File: config.mk
export PLATFORM = sky130hd
export DESIGN_NAME = cs16_sbox_ram
export DESIGN_NICKNAME = d
export VERILOG_FILES = /design/src/hdl/cs16_pkg.sv /design/src/hdl/cs16_sbox_ram.sv
export SDC_FILE = /design/constraint.sdc
export NUM_CORES = 2
export LEC_CHECK = 0
export BUFFER_PORTS_ARGS = -buffer_cell sky130_fd_sc_hd__buf_2
export CAP_MARGIN = 25
export CORE_MARGIN = 2
export CORE_UTILIZATION = 35
export DETAILED_ROUTE_END_ITERATION = 7
export SYNTH_ARGS = -nofsm -noshare
export SYNTH_HDL_FRONTEND = slang
export SYNTH_SLANG_ARGS = --single-unit
File: constraint.sdc
create_clock -name clk -period 2.8 [get_ports clk]
set_input_delay 0.28 -clock clk [delete_from_list [all_inputs] [get_ports clk]]
set_output_delay 0.28 -clock clk [all_outputs]
set_load 0.05 [all_outputs]
File: src/hdl/cs16_pkg.sv
// Shared types, constants and helper functions for the SPN16 counter-mode cipher.
package cs16_pkg;

  localparam int BYTE_W     = 8;
  localparam int SBOX_DEPTH = 256;
  localparam int SBOX_AW    = $clog2(SBOX_DEPTH);
  localparam int KEY_W      = 16;
  localparam int CNT_W      = 2;
  localparam int CFG_IDX_W  = 1;

  typedef logic [BYTE_W-1:0]  byte_t;
  typedef logic [SBOX_AW-1:0] sbox_addr_t;

  // configuration register indexes
  localparam logic [CFG_IDX_W-1:0] REG_CIPHER_KEY   = 1'd0;
  localparam logic [CFG_IDX_W-1:0] REG_COUNTER_HIGH = 1'd1;

  // input action codes
  localparam logic ACT_LOAD    = 1'b0;
  localparam logic ACT_ENCRYPT = 1'b1;

  // key schedule round constants
  localparam byte_t RC1 = 8'h80;
  localparam byte_t RC2 = 8'h30;

  // out bit i takes in bit PERM[i]
  localparam logic [2:0] PERM [BYTE_W] = '{3'd5, 3'd1, 3'd3, 3'd0, 3'd6, 3'd2, 3'd7, 3'd4};

  // S-box write port, fanned out to every copy
  typedef struct packed {
    logic       en;
    sbox_addr_t addr;
    byte_t      data;
  } sbox_wr_t;

  function automatic byte_t permute_bits(input byte_t b);
    byte_t r;
    for (int i = 0; i < BYTE_W; i++) begin
      r[i] = b[PERM[i]];
    end
    return r;
  endfunction

  function automatic byte_t nib_swap(input byte_t b);
    return {b[3:0], b[7:4]};
  endfunction

endpackage

File: src/hdl/cs16_sbox_ram.sv
// One copy of the 256 x 8 S-box: one write port, two registered read ports.
module cs16_sbox_ram (
  input  logic                 clk,
  input  cs16_pkg::sbox_wr_t   wr,
  input  logic                 rd_en_a,
  input  cs16_pkg::sbox_addr_t rd_addr_a,
  output cs16_pkg::byte_t      rd_data_a,
  input  logic                 rd_en_b,
  input  cs16_pkg::sbox_addr_t rd_addr_b,
  output cs16_pkg::byte_t      rd_data_b
);
  import cs16_pkg::*;

  byte_t mem [SBOX_DEPTH];

  always_ff @(posedge clk) begin
    if (wr.en) begin
      mem[wr.addr] <= wr.data;
    end
  end

  // read-before-write when a read and a write share an edge
  always_ff @(posedge clk) begin
    if (rd_en_a) begin
      rd_data_a <= mem[rd_addr_a];
    end
    if (rd_en_b) begin
      rd_data_b <= mem[rd_addr_b];
    end
  end

endmodule

# --- Word-level counts from Yosys, hierarchy flattened ---
# Memory sizes are Yosys's and may differ from the RTL's. A register that Yosys moved wholly into a read port is not among the register bits.
# Cells that the tools add are included.
word_totals:
  ram_bits: 2048
  out_inout_bits: 16
  register_bits: 0
  mem_count: 1
classes:
  n_mux: 2
memory_table:
  columns: ["memory", "depth", "width", "rd", "rd_ports_with_merged_regs", "write_ports", "line", "source"]
  rows:
  - ["mem", 256, 8, 2, 2, 1, "cs16_sbox_ram.sv:14", "byte_t mem [SBOX_DEPTH];"]
ops:
  columns: ["cell", "n"]
  rows:
  - ["two-way mux 1 bit", 2]

# --- Logic depth before layout (Yosys ltp) ---
depth:
  word_depth: 2
  depth_mapped: 12
  depth_no_buf: 6

# --- Least setup slack after synthesis ---
# No wires, ideal clock.
synth_timing:
  path_type: "input -> register"
  from: "input port rd_addr_b[0]"
  to: "register rd_data_b[0] (read register of mem) (data pin)"
  required_time_ns: 2.523
  slack_ns: 0.342
  stages: 9
  arrival_time_ns: 2.181
  path_cell_list: "buf_4 buf_6 buf_2 mux4_2 mux4_2 nand2_1 a21oi_1 a21oi_1 a221oi_2"
synth_rtl:
  columns: ["element", "line", "source"]
  rows:
  - ["start: declaration", "cs16_sbox_ram.sv:9", "input cs16_pkg::sbox_addr_t rd_addr_b,"]
  - ["end: declaration", "cs16_sbox_ram.sv:10", "output cs16_pkg::byte_t rd_data_b"]

==> results_dict.tcl <==
set metrics [dict create \
    worstSkewPairLatency_ns 0.90 \
    ys_types 64 \
    worstMarginPinSlew_ns 1.15 \
    wl_per_cell_um 33.5 \
    synth_top_area_cell "edfxtp_1" \
    io_buffers 51 \
    critPathMaxFanout 2 \
    finalWorstSetupSlack_ns -0.0141 \
    end_kind "flip-flop" \
    drive_gt1_share_pct 41.5 \
    ios 52 \
    top_usage_layer "met2" \
    grt_use_met1_pct 30.6 \
    crit_start "mem[159][7]$_DFFE_PP_" \
    antenna_found_initial 20 \
    final_util_pct 42.0 \
    syn_nets 4883 \
    critPathCapture "rd_data_a[7]$_DFFE_PP_" \
    powerDensity_nw_per_um2 605 \
    synth-main-ff-cell "edfxtp_1" \
    nets 5743 \
    cts_tree "built" \
    fillers 24123 \
    met3_usage_pct 4.50 \
    register_area_um2 62000 \
    ff2ff_path_depth 6 \
    reg2reg_from "mem[159][7]$_DFFE_PP_" \
    place.gp.congestion 0.960 \
    cts_inserted_buffers 218 \
    design_area_um2 116000 \
    place_area_um2 109000 \
    clock_sinks 2064 \
    period_minus_slack_ns 2.81 \
    max-vdd-ir-drop_mv 0.762 \
    groute.usage.overall_pct 22.7 \
    maxCapViolations 0 \
    clock_path_buffers 3 \
    syn_inst 4847 \
    yosysTopAreaCellShare_pct 63.8 \
    cts.clk_slew.worst_paths_ns 0.06 \
    max_slew_margin_pct 23.1 \
    coreArea_um2 276000 \
    yosysWarnings 0 \
    area_delta_synth_final_pct 19.4 \
    fin_crit_sh_pct 101 \
    fmax_ghz 0.355 \
    min_path_type "in -> reg" \
    synth_area_per_cell_um2 20.0 \
    routed_via_density 6.01 \
    setup_violations 2 \
    synth.area.top_cells "edfxtp_1, mux4_2, mux2i_1" \
    slew_viol_final 0 \
    grt_setup_unrepaired "no" \
    rrSetupSlack_ns -0.01 \
    crit_type "reg -> reg" \
    synth.yosys.seq_area_share_pct 63.8 \
    power_w 0.0702 \
    finClkSkew_ns 0.0473 \
    die_h_um 531 \
    clockRootBuffer "clkbuf_16" \
    htreeDepth 4 \
    synth_edf_count 2064 \
    required_ns 3.40 \
    grt_start_max_net_pins 106 \
    num_vias 57799 \
    r2r_end "rd_data_a[7]$_DFFE_PP_" \
    routed_wl_mm 322 \
    hold_violations 0 \
    first_pass_iters 6 \
    start_util_pct 35.2 \
    dp_hpwl_mm 225 \
    antenna_left 0 \
    synthArstFlopShare_pct 0 \
    die_width_um 531 \
    syn_area_um2 97100 \
    die_area_um2 282000 \
    detail_route.iter0.violations 8362 \
    crit_arrival_ns 3.42 \
    drcViolationCount 0 \
    setup.worst_path.start_class "flip-flop" \
    violations "setup timing" \
    grt_pass1_vias 58301 \
    row_count 193 \
    met2_usage_pct 36.0 \
    grt_overflow_total 0 \
    synth-seq-cells 2064 \
    grt_pass1_wl_mm 451 \
    multiInputGateArea_um2 32600 \
    status "finished, violations left" \
    leakagePower_nw 37.8 \
]
area by class of cell:
cell class,count,area share [%]
Sequential cell,2064,53.5
Multi-Input combinational cell,2382,28.1
Timing Repair Buffer,1035,8.28
Clock buffer,270,4.93
Tap cell,3705,4.00
Clock inverter,138,1.20
Inverter,6,0.0227
Antenna cell,10,0.0216
report_power, final:
group	switching, W	internal, W	total [W]
clock	0.0124	0.0167	0.0292
combinational	0.00392	0.00287	0.00679
sequential	0.000123	0.0341	0.0342
layout by cell type (no fill, tap or decap), drive strengths merged, types with 21 or more instances in the layout:
| cell | n |
|---|---|
| a211oi | 28 |
| a21oi | 79 |
| a221oi | 37 |
| a22o | 22 |
| a22oi | 62 |
| buf | 1017 |
| bufinv | 25 |
| clkbuf | 279 |
| clkinv | 101 |
| edfxtp | 2064 |
| mux2 | 38 |
| mux2i | 236 |
| mux4 | 1051 |
| nand2 | 114 |
| nand3 | 52 |
| nor2 | 299 |
| nor2b | 27 |
| nor3 | 21 |
| o21ai | 37 |
| o221ai | 67 |
| o22ai | 48 |
logic make-up after synthesis:
| group | share of synthesized area [%] |
|---|---|
| flip-flops | 63.8 |
| AND/OR/NAND/NOR | 2.69 |
| multiplexers | 27.2 |
| buffers and inverters | 2.73 |
| AO/OA/AOI/OAI | 3.53 |
per-stage QoR:
| stage | setup slack, ns | setup TNS [ns] | cells | hold slack [ns] |
|---|---|---|---|---|
| 2_1_floorplan | 0.342 | 0 | 4847 | 0.379 |
| 3_3_place_gp | -1.21 | -11.23 | 9181 | 0.765 |
| 3_5_place_dp | -1.24 | -11.30 | 9183 | 0.770 |
| 4_1_cts | 0.00462 | 0 | 9600 | 0.00932 |
| 5_1_grt | 0.000285 | 0 | 9607 | 0.0448 |
| 6_report | -0.0141 | -0.0280 | 9610 | 0.0438 |
worst min path at each step:
stage | startpoint | endpoint | slack [ns] | cells past startpoint
final | wr[0] | mem[73][0]$_DFFE_PP_ | 0.04 | 1
after global routing | wr[4] | mem[113][4]$_DFFE_PP_ | 0.04 | 1
after CTS | wr[0] | mem[74][0]$_DFFE_PP_ | 0.009 | 1
after detailed placement | wr[2] | mem[173][2]$_DFFE_PP_ | 0.77 | 1
after global placement | wr[2] | mem[134][2]$_DFFE_PP_ | 0.76 | 1
after floorplan | wr[0] | mem[0][0]$_DFFE_PP_ | 0.38 | 0
Yosys cell counts (38+ instances only):
cell,count
edfxtp_1,2064
mux4_2,1051
nor2_1,298
mux2i_1,236
clkbuf_1,137
nand2_1,114
buf_2,104
a21oi_1,79
o221ai_1,65
a22oi_1,62
nand3_1,52
o22ai_1,48
buf_6,44
buf_4,42
mux2_2,38
worst max-delay path: stages (launching register included):
cell      delay (ns)
edfxtp_1        0.38
mux4_2          0.48
mux4_2          0.54
mux2_2          0.30
a221oi_2        0.51
buf_4           0.25
nor4_1          0.06
what timing repair did:
action                                 4_1_cts  5_1_grt
hold buffers                                 9        0
buffers inserted                             0        0
endpoints found under the hold margin      152        0
gates resized for setup                      4        3
cloned                                       0        0
setup endpoints to repair                    3        3
metal layers:
metal  wire, um  vias up
met5         60        -
met4      14600       12
met3      31100      581
met2     152000     3254
met1     124000    31126
li1           -    22826
registers in the layout, indices dropped and copies added, names as in the netlist:
register   cells
mem         2048
rd_data_a      8
rd_data_b      8
Power figures use the tool's default switching activity.
